### src/sv/brb_pkg.sv
// Shared types, constants and helpers for the byte ring buffer span manager.
package brb_pkg;

    localparam int CAPACITY    = 4096;
    localparam int MAX_PEEK    = 64;
    localparam int QUEUE_DEPTH = 2;

    localparam int IDX_W  = $clog2(CAPACITY);
    localparam int CNT_W  = $clog2(CAPACITY + 1);
    localparam int PK_W   = $clog2(MAX_PEEK + 1);
    localparam int QPTR_W = (QUEUE_DEPTH > 1) ? $clog2(QUEUE_DEPTH) : 1;
    localparam int QCNT_W = $clog2(QUEUE_DEPTH + 1);

    // fixed field widths of the beats
    localparam int KIND_W   = 3;
    localparam int AMOUNT_W = 13;
    localparam int OFFSET_W = 12;
    localparam int BYTE_W   = 8;
    localparam int WORD_W   = 16;

    // kind codes on the request channel
    localparam logic [KIND_W-1:0] KIND_WRITE  = 3'd0;
    localparam logic [KIND_W-1:0] KIND_COMMIT = 3'd1;
    localparam logic [KIND_W-1:0] KIND_POP    = 3'd2;
    localparam logic [KIND_W-1:0] KIND_PEEK   = 3'd3;
    localparam logic [KIND_W-1:0] KIND_WORD   = 3'd4;

    typedef enum logic [2:0] {
        OP_WRITE,
        OP_COMMIT,
        OP_POP,
        OP_PEEK,
        OP_WORD,
        OP_BAD
    } op_t;

    typedef enum logic [2:0] {
        BST_IDLE,
        BST_EMIT,
        BST_PEEK,
        BST_WLO,
        BST_WHI
    } bst_t;

    typedef struct packed {
        op_t                 op;
        logic [AMOUNT_W-1:0] amount;
        logic [OFFSET_W-1:0] offset;
        logic [BYTE_W-1:0]   data;
        logic                peek_long;
    } cmd_t;

    typedef struct packed {
        logic [CNT_W-1:0] wr;
        logic [CNT_W-1:0] rd;
    } span_t;

    // index + n, wrapped once at CAPACITY
    function automatic logic [IDX_W-1:0] advance(input logic [IDX_W-1:0] idx,
                                                 input logic [CNT_W-1:0] n);
        logic [CNT_W:0] s;
        s = {{(CNT_W + 1 - IDX_W){1'b0}}, idx} + {1'b0, n};
        if (s >= (CNT_W + 1)'(CAPACITY))
            s = s - (CNT_W + 1)'(CAPACITY);
        return s[IDX_W-1:0];
    endfunction

    function automatic span_t spans(input logic [IDX_W-1:0] ri,
                                    input logic [IDX_W-1:0] wi,
                                    input logic [CNT_W-1:0] fill);
        span_t r;
        if (fill == '0 || ri < wi)
        begin
            r.wr = CNT_W'(CAPACITY) - {{(CNT_W - IDX_W){1'b0}}, wi};
            r.rd = fill;
        end
        else
        begin
            r.wr = {{(CNT_W - IDX_W){1'b0}}, ri} - {{(CNT_W - IDX_W){1'b0}}, wi};
            r.rd = CNT_W'(CAPACITY) - {{(CNT_W - IDX_W){1'b0}}, ri};
        end
        return r;
    endfunction

endpackage

### src/sv/brb_front.sv
// Front end: accepts request beats, classifies the kind and queues commands.
module brb_front (
    input  logic                            clk,
    input  logic                            rst_n,
    input  logic                            req_valid,
    output logic                            req_stall,
    input  logic [brb_pkg::KIND_W-1:0]      kind,
    input  logic [brb_pkg::AMOUNT_W-1:0]    amount,
    input  logic [brb_pkg::OFFSET_W-1:0]    offset,
    input  logic [brb_pkg::BYTE_W-1:0]      data_in,
    output logic                            cmd_valid,
    output brb_pkg::cmd_t                   cmd,
    input  logic                            cmd_pop
);
    import brb_pkg::*;

    cmd_t              q_reg [QUEUE_DEPTH];
    logic [QPTR_W-1:0] wr_ptr_reg, wr_ptr_next;
    logic [QPTR_W-1:0] rd_ptr_reg, rd_ptr_next;
    logic [QCNT_W-1:0] cnt_reg, cnt_next;
    cmd_t              cls;
    logic              push;
    logic              pop;

    // classify
    always_comb
    begin
        cls.amount    = amount;
        cls.offset    = offset;
        cls.data      = data_in;
        cls.peek_long = amount > AMOUNT_W'(MAX_PEEK);
        case (kind)
            KIND_WRITE:  cls.op = OP_WRITE;
            KIND_COMMIT: cls.op = OP_COMMIT;
            KIND_POP:    cls.op = OP_POP;
            KIND_PEEK:   cls.op = OP_PEEK;
            KIND_WORD:   cls.op = OP_WORD;
            default:     cls.op = OP_BAD;
        endcase
    end

    assign req_stall = (cnt_reg == QCNT_W'(QUEUE_DEPTH));
    assign push      = req_valid && !req_stall;
    assign pop       = cmd_pop && cmd_valid;
    assign cmd_valid = (cnt_reg != '0);
    assign cmd       = q_reg[rd_ptr_reg];

    always_comb
    begin
        wr_ptr_next = wr_ptr_reg;
        rd_ptr_next = rd_ptr_reg;
        cnt_next    = cnt_reg;
        if (push)
            wr_ptr_next = (wr_ptr_reg == QPTR_W'(QUEUE_DEPTH - 1)) ? '0 : wr_ptr_reg + 1'b1;
        if (pop)
            rd_ptr_next = (rd_ptr_reg == QPTR_W'(QUEUE_DEPTH - 1)) ? '0 : rd_ptr_reg + 1'b1;
        if (push && !pop)
            cnt_next = cnt_reg + 1'b1;
        else if (pop && !push)
            cnt_next = cnt_reg - 1'b1;
    end

    always_ff @(posedge clk or negedge rst_n)
    begin
        if (!rst_n)
        begin
            wr_ptr_reg <= '0;
            rd_ptr_reg <= '0;
            cnt_reg    <= '0;
        end
        else
        begin
            wr_ptr_reg <= wr_ptr_next;
            rd_ptr_reg <= rd_ptr_next;
            cnt_reg    <= cnt_next;
        end
    end

    always_ff @(posedge clk)
    begin
        if (push)
            q_reg[wr_ptr_reg] <= cls;
    end

endmodule

### config.mk
export PLATFORM = sky130hd
export DESIGN_NAME = brb_front
export DESIGN_NICKNAME = d
export VERILOG_FILES = /design/src/sv/brb_pkg.sv /design/src/sv/brb_front.sv
export SDC_FILE = /design/constraint.sdc
export NUM_CORES = 1
export LEC_CHECK = 0
export BUFFER_PORTS_ARGS = -buffer_cell sky130_fd_sc_hd__buf_2
export CORE_AREA = 2 2 102 104
export CTS_CLUSTER_SIZE = 40
export DETAILED_ROUTE_END_ITERATION = 8
export DIE_AREA = 0 0 104 106
export GPL_ROUTABILITY_DRIVEN = 1
export SLEW_MARGIN = 20
export SYNTH_ARGS = -nofsm -noshare
export SYNTH_HDL_FRONTEND = slang
export SYNTH_SLANG_ARGS = --single-unit
### constraint.sdc
create_clock -name clk -period 2.52 [get_ports clk]
set_input_delay 0.252 -clock clk [delete_from_list [all_inputs] [get_ports clk]]
set_output_delay 0.252 -clock clk [all_outputs]
set_load 0.01 [all_outputs]
; ---- Word level (Yosys, flattened, before mapping)
; Memory sizes are Yosys's and may differ from the RTL's.
; Cells that the tools add are included.
[word_totals]
in_bits = 40
latchBits = 0
ff_bits = 4
mem_bits_ro = 0
ram_bits = 74
n_memories = 1
[classes]
multipliers = 0
shifts = 0
n_mux = 7
magnitude_cmp = 1
n_bitwise = 0
n_reduce_logical = 10
add_sub_neg = 4
n_eq_ne = 5
div_mod_pow = 0
[memory_table]
columns = memory, words, width, read_ports, rd_ports_with_merged_regs, wr, line
row1 = q_reg, 2, 37, 1, 0, 1, brb_front.sv:17  ; cmd_t q_reg [QUEUE_DEPTH];
[op_table]
columns = op, n
row1 = $pmux W3 S5, 1
row2 = $gt A13 B7 Y1 const B, 1
row3 = $eq A3 B2 Y1 const B, 2
row4 = $logic_and A1 B1 Y1, 4
row5 = $mux W1, 4
row6 = $mux W2, 2
row7 = $reduce_bool A2 Y1, 2
row8 = $eq A3 B1 Y1 const B, 1
row9 = $eq A3 B3 Y1 const B, 1
row10 = $logic_not A1 Y1, 3
row11 = $logic_not A3 Y1, 1
row12 = $add A1 B1 Y1 const B, 2
row13 = $add A2 B1 Y2 const B, 1
row14 = $eq A2 B2 Y1 const B, 1
row15 = $sub A2 B1 Y2 const B, 1

; ---- Longest topological paths before layout
; Gate-level depths: netlist of the first run.
[logic_depth]
depth_word = 7
mapped_depth = 7
ltp_nobuf = 7

; ---- Worst setup path after synthesis of the first run
; Ideal clock, no wire load.
[synth_timing]
path_type = reg2reg
from = reg cnt_reg[0]
to = mem q_reg[0][0] in the netlist's numbering, enable pin
stages_incl_launch_ff = 4
setup_time_ps = 431
arrival_time_ps = 2184
slack_ps = -96
t_required_ps = 2089
synth_period_minus_slack_ps = 2616
path_cell_list = dfrtp_1 -> nand2b_1 -> nand2_1 -> nor2_1
[synth_via]
elab_chain_len = 5
[synth_lines]
columns = element, line
row1 = start: declaration, brb_front.sv:20  ; logic [QCNT_W-1:0] cnt_reg, cnt_next;
row2 = start signal: assignment, brb_front.sv:75  ; cnt_reg <= cnt_next;
row3 = $eq A2 B2 Y1, brb_front.sv:42  ; assign req_stall = (cnt_reg == QCNT_W'(QUEUE_DEPTH));
row4 = $logic_not A1 Y1, brb_front.sv:43  ; assign push = req_valid && !req_stall;
row5 = $logic_and A1 B1 Y1, brb_front.sv:43
row6 = $mux W1, brb_front.sv:81  ; if (push)
row7 = $mux W1 (implied by the code), brb_front.sv:82  ; q_reg[wr_ptr_reg] <= cls;
row8 = end: declaration, brb_front.sv:17
; No other way between the ends.

==> impl_results.md, run 1 <==
* Rel. slew slack at 67.9%
* RePlAce Congestion at 0.691
* Iter 0 DRT Violations at 42
* Global-route wire length before repair at 8180 µm
* CP max-delay cell: dfrtp_2
* Final Power at 4.32 mW
* WP data required at 2.27 ns
* Hold Path Stages at 1
* Pre-CTS setup slack at 0.781 ns
* Final Critical Period at 2.06 ns
* Vias per inst at 4.18
* Critical path origin: rd_ptr_reg$_DFFE_PN0P_
* Hold_ws at 0.0944 ns
* CP endpoint kind: output pin
* CP arrival at 1.81 ns
* Die Ht at 106 µm
* Outcome: finished clean
* Worst path max stage delay at 0.67 ns
* Worst-margin pin slew at 0.481 ns
* Synthesized area per cell at 20.5 µm²
* IO Count at 79
* Number of gates resized after CTS at 0
* Fin crit share at 81.9%
* Synth unique cells at 20
* Initial Utilization at 29.0%
* Largest net degree at the start of global routing at 20
* DR pass1 iterations at 3
* Max Cap Violations at 0
* Clk slew on worst S/H paths at 0.08 ns
* Final Max Slew Viols at 0
* Syn. warnings at 0
* CTS tree: built
* DRC viols at 0
* Synth Net Count at 183
* Die Width at 104 µm
* Die area at 11,000 µm²
* FF-to-FF End: q_reg[1][16]$_DFFE_PP_
* IR Drop Worst-Case VDD at 0.000342 V
* Nets at 274
* Synth Cell Area at 2900 µm²
* Post-DP Area at 3500 µm²
* Num CTS Buffers at 9
* R2r startpoint: cnt_reg[0]$_DFFE_PN0P_
* CTS Root Cell: clkbuf_8
* Vias in the first global route at 1,617
* Port buffer count at 78
* Post-route ant nets at 0
* Setup ws final at 0.457 ns
* Post-DR wirelength/cell at 14.4 µm
* CP Max Fanout at 19
* R2r setup slk at 0.80 ns
* Clk buf depth at 2
* Max reg flops at 74
* Grt total ovfl at 0
* Core ar. at 10000 µm²
* Fin Setup TNS at 0 ns
* Seq/Total Area, Yosys at 80.0%
* PwrDens at 1150 nW/µm²
* DR vias at 1,565
* Synth area leader: edfxtp_1
* Core Util, Final at 37.7%
* Sink Count at 78
* Critical hold path startpoint: offset[11]
* Crit Path Class: register to output pin
* Final WL at 5390 µm
* Area delta synth->final at 29.7%
* Clock skew at 0.00763 ns
* DP HPWL at 3730 µm
* Finish-stage setup viols at 0
* Startpoint Class: register
* LEAKAGE at 1.41 nW
* Flops & latches, synth at 78
* Layout cells sized above 1 at 58.8%
* Clock Latency Late Sink at 0.34 ns
* Fmax at 485 MHz
* Final Hold Vio Count at 0
* Final Cell Area at 3770 µm²
* Diode count at 0
* Synthesized netlist cell count at 142
* Synth area leaders: edfxtp_1, mux2_2, dfrtp_1
* H-tree lvl count at 3
* Hold Path End: q_reg[0][20]$_DFFE_PP_
* All-Layer GR Usage at 9.93%
* Cell Count, Final, Fillers Out at 374
* Antenna violations before repair at 0
* Crit-path cells: buf_4 > mux2_2 > buf_2
* Post-placement cell count at 357
* Worst R2R Path Depth at 3
* Site Rows at 37
* Post-synth top area share at 76.5%
* Hold crit path type: primary input to register
* RSZ-0062 raised after global routing: false
-- layout make-up --
| cell class | instances | area, µm² |
|---|---|---|
| sequential | 78 | 2320 |
| clock buffer | 9 | 124 |
| clock inverter | 7 | 136 |
| fill | 984 | 6230 |
| timing repair buffer | 85 | 445 |
| tap | 136 | 170 |
| inverter | 2 | 7.51 |
| multi-input combinational | 57 | 559 |
-- metal layers --
layer	track usage [%]	up-vias	part of all wire [%]
met5	0	-	0
met4	5.50	0	2.0
met3	2.88	10	5.0
met2	16.4	49	49
met1	11.6	776	43
li1	-	730	-
-- synth_stat cells (all sizes together) --
library cell  count
xor2              2
or2               1
nand3             1
nor4              1
nand2             2
nor2              3
xnor2             3
o31ai             1
mux2             37
buf               4
and3              1
edfxtp           74
nor2b             1
a21o              1
or4               1
dfrtp             4
ha                1
inv               2
nand2b            1
clkbuf            1
-- kinds of logic after synthesis --
| logic type | share of synthesized area (%) |
|---|---|
| xor gates and xnor gates | 1.51 |
| DFF | 80.0 |
| and+or+nand+nor | 2.15 |
| muxes | 14.3 |
| adders and majority gates | 0.431 |
| buffers and inverters | 1.08 |
| AOI/OAI and AO/OA | 0.517 |
-- repair_timing --
action / CTS / global route
hold endpoints to repair: 4 / 0
buffers inserted: 0 / 0
setup endpoints to repair: 0 / 0
hold buffers: 1 / 0
-- worst max path at each step --
stage / to
after floorplan: q_reg[0][0]$_DFFE_PP_
after global placement: q_reg[1][0]$_DFFE_PP_
after detailed placement: q_reg[1][0]$_DFFE_PP_
after CTS: cmd[12]
after global routing: cmd[12]
final: cmd[12]
-- critical path: cells and delay by family, from the launching register on --
kind / cells / cell delay (ns)
muxes: 1 / 0.36
buffers and inverters: 2 / 0.44
DFF: 1 / 0.67
-- placed cells by master, fill, tap and decap left out --
cell	n
and3_2	1
buf_2	78
nand2b_1	1
nor2b_1	1
a21o_1	1
clkinv_1	1
dlygate4sd3_1	1
xor2_1	2
dfrtp_2	1
nand3_1	1
o31ai_1	1
or2_2	1
bufinv_16	4
or4_1	1
ha_1	1
clkinvlp_4	1
dfrtp_1	3
xnor2_1	3
buf_4	6
clkbuf_8	9
mux2_2	37
edfxtp_1	74
clkinv_2	1
nor4_1	1
nor2_1	2
nand2_1	2
nor2_4	1
inv_1	2
-- power by group --
| part | switching (mW) | total (mW) | internal (mW) |
|---|---|---|---|
| Sequential | 0.139 | 1.91 | 1.77 |
| Combinational | 0.622 | 1.22 | 0.595 |
| Clock | 0.441 | 1.19 | 0.753 |
(Power assumes the default switching activity.)
==> inputs of run 2 (changes only) <==
--- a/config.mk
+++ b/config.mk
@@ -5,11 +5,12 @@
 export SDC_FILE = /design/constraint.sdc
 export NUM_CORES = 1
 export LEC_CHECK = 0
+export ABC_AREA = 1
 export BUFFER_PORTS_ARGS = -buffer_cell sky130_fd_sc_hd__buf_2
-export CORE_AREA = 2 2 102 104
+export CORE_AREA = 2 2 103 105
 export CTS_CLUSTER_SIZE = 40
 export DETAILED_ROUTE_END_ITERATION = 8
-export DIE_AREA = 0 0 104 106
+export DIE_AREA = 0 0 105 107
 export GPL_ROUTABILITY_DRIVEN = 1
 export SLEW_MARGIN = 20
 export SYNTH_ARGS = -nofsm -noshare
==> constraint.sdc (replaced) <==
create_clock -name clk -period 1.83 [get_ports clk]
set_input_delay 0.183 -clock clk [delete_from_list [all_inputs] [get_ports clk]]
set_output_delay 0.183 -clock clk [all_outputs]
set_load 0.01 [all_outputs]
==> run 2 against run 1 <==
- first-iteration DRC count rose by 140%
- critical path depth grew 2
- core utilization down 0.43 points
==> impl_results.md, run 2 <==
* Die area at 11,200 µm² (+1.9%)
* Die Width at 105 µm (+0.96%)
* Synthesized-area fraction occupied by adder cells at 0.417% (-0.013 points)
* Asr flop ratio synth at 5.13% (unchanged)
* Main combinational cell family by area after synthesis: simple AND/OR/NAND/NOR gates
* Iter 0 DRT Violations at 102 (+140%)
* Site Rows at 37 (unchanged)
* Clk buf depth at 2 (unchanged)
* Clk slew on worst S/H paths at 0.08 ns (about the same)
* Fmax at 599 MHz
* Core ar. at 10,100 µm² (+0.93%)
* Synth area leaders: edfxtp_1, nand2_1, dfrtp_1
* Synth Cell Area at 3000 µm² (+3.2%)
* Post-DP Area at 3560 µm² (+1.8%)
* Number of gates resized after CTS at 0 (unchanged)
* Register Area at 2320 µm² (about the same)
* CTS Root Cell: clkbuf_8
* Syn. warnings at 0 (unchanged)
* RSZ-0062 raised after global routing: false
* Post-Synth Simple-Gate Area at 17.8% (+16 points)
* WP data required at 1.65 ns (-0.62 ns)
* Clock Latency Late Sink at 0.33 ns (about the same)
* Final Max Slew Viols at 0 (unchanged)
* Port buffer count at 78 (unchanged)
* Diode count at 0 (unchanged)
* DRC viols at 0 (unchanged)
* Core Util, Final at 37.2% (-0.43 points)
* Number of fillers in the final layout at 1,027 (+4.4%)
* Rel. slew slack at 68.9% (+0.93 points)
* LEAKAGE at 1.62 nW (+15%)
* Final Cell Area at 3760 µm² (-0.23%)
* PwrDens at 1530 nW/µm² (+33%)
* Seq/Total Area, Yosys at 77.5% (-2.5 points)
* DR vias at 1,912 (+22%)
* CP arrival at 1.49 ns (-0.32 ns)
* EDFF count, synth at 74 (unchanged)
* DR pass1 iterations at 4 (+1)
* Final Critical Period at 1.67 ns
* Leading cell types in the layout, fill and taps excluded: nand2_1, buf_2, edfxtp_1
* Final Hold Vio Count at 0 (unchanged)
* Post-Synth XOR/XNOR Area at 0.292% (-1.2 points)
* Hold_ws at 0.0326 ns (-0.0618 ns)
* Synthesized netlist cell count at 240 (+69%)
* Synth unique cells at 17 (-15%)
* Largest net degree at the start of global routing at 39 (+95%)
* Final WL at 5910 µm (+9.6%)
* Synth area leader: edfxtp_1
* Synth Net Count at 281 (+54%)
* Initial Utilization at 29.7% (+0.66 points)
* Die Ht at 107 µm (+0.94%)
* # hold bufs at CTS at 1 (unchanged)
* Nets at 367 (+34%)
* Worst-margin pin slew at 0.462 ns (-0.0189 ns)
* CTS tree: built
* Num CTS Buffers at 9 (unchanged)
* Post-placement cell count at 450 (+26%)
* Post-route ant nets at 0 (unchanged)
* Top post-synthesis cells by count: nand2_1, edfxtp_1, nor2_1
* Final Power at 5.73 mW (+33%)
* Synthesized area per cell at 12.5 µm² (-39%)
* All-Layer GR Usage at 11.2% (+1.3 points)
* Fin crit share at 91.2%
* Global Route met2 Usage at 19.2% (+2.8 points)
* Finish-stage setup viols at 0 (unchanged)
* Grt met3 use at 3.71% (+0.83 points)
* H-tree lvl count at 3 (unchanged)
* Cell Count, Final, Fillers Out at 467 (+25%)
* Clock skew at 0.00502 ns (-0.00261 ns)
* Max reg flops at 74 (unchanged)
* GRT busiest layer: met2
* Commonest non-fill, non-tap cell in the layout: nand2_1
* Vias per inst at 4.09 (-2.2%)
* Post-CTS setup buffer count at 0 (unchanged)
* IO Count at 79 (unchanged)
* Compound-Gate Fraction of Synth Area at 0.417% (-0.10 points)
* Antenna violations before repair at 0 (unchanged)
* Pre-CTS setup slack at 0.282 ns (-0.499 ns)
* CP endpoint kind: output pin
* Max Cap Violations at 0 (unchanged)
* Most frequent cell after synthesis: nand2_1
* Primary FF master, synth: edfxtp_1
* Sink Count at 78 (unchanged)
* Flops & latches, synth at 78 (unchanged)
* Outcome: finished clean
* Hold Path Stages at 1 (unchanged)
* Grt total ovfl at 0 (unchanged)
* Fin Setup TNS at 0 ns (unchanged)
* CP Max Fanout at 23 (+4)
* Setup ws final at 0.161 ns (-0.296 ns)
* Area delta synth->final at 25.3%
* Vias in the first global route at 1,954 (+21%)
* M1 GR Usage at 13.3% (+1.6 points)
* RePlAce Congestion at 0.760 (+9.9%)
* IR Drop Worst-Case VDD at 0.000652 V (+91%)
* Crit Path Class: register to output pin
* Hold crit path type: primary input to register
* Multi-input gate area at 576 µm² (+2.9%)
* Post-DR wirelength/cell at 12.7 µm (-12%)
* Layout cells sized above 1 at 31.1% (-28 points)
* Multiplexer share of the synthesized area at 0% (-14 points)
* DP HPWL at 3900 µm (+4.7%)
* Global-route wire length before repair at 9670 µm (+18%)
* Post-synth top area share at 74.1% (-2.4 points)
* Worst R2R Path Depth at 6 (+3)
* Startpoint Class: register
[run 2: power by group]
part           switching [mW]  internal, mW
logic                    1.30         0.687
clock network           0.598         0.620
registers               0.101          2.43
[run 2: kinds of logic (layout without fill, tap and decap cells)]
| family | count (synthesis) | in the layout |
|---|---|---|
| XOR/XNOR | 1 | 1 |
| AND/OR/NAND/NOR | 140 | 140 |
| buffers and inverters | 18 | 109 |
| flip-flops | 78 | 78 |
| AO/OA/AOI/OAI | 2 | 2 |
| adder cells (fa/ha/maj) | 1 | 1 |
[run 2: layout make-up]
class,instances,share of cell area [%]
flip-flops and latches,78,61.8
repair buffers,84,12.3
well taps,136,4.53
clock inverters,7,1.73
multi-input cells,144,15.3
inverters,9,0.999
clock buffers,9,3.30
[run 2: per-layer routing]
metal | share of wire, % | vias to the layer above | routed length [µm]
met5 | 0 | - | 0
met4 | 1.8 | 0 | 106
met3 | 5.5 | 10 | 326
met2 | 50 | 58 | 2950
met1 | 43 | 880 | 2530
li1 | - | 964 | -
[run 2: worst max-delay path: stages (launching register included)]
cell and delay (ns):
dfrtp_1 0.39, inv_2 0.26, buf_12 0.21, nand2_1 0.06, nand2_1 0.09, buf_2 0.14
[run 2: path summary, 6_finish.rpt]
path	start	end	slack [ns]
worst max register to register	cnt_reg[1]$_DFFE_PN0P_	q_reg[0][5]$_DFFE_PP_	0.26
worst min register to register	cnt_reg[1]$_DFFE_PN0P_	cnt_reg[1]$_DFFE_PN0P_	0.47
min in group asynchronous	rst_n	cnt_reg[1]$_DFFE_PN0P_	0.19
max in group asynchronous	rst_n	rd_ptr_reg$_DFFE_PN0P_	1.52
worst min-delay path	offset[9]	q_reg[0][18]$_DFFE_PP_	0.03
worst max-delay path	rd_ptr_reg$_DFFE_PN0P_	cmd[33]	0.16
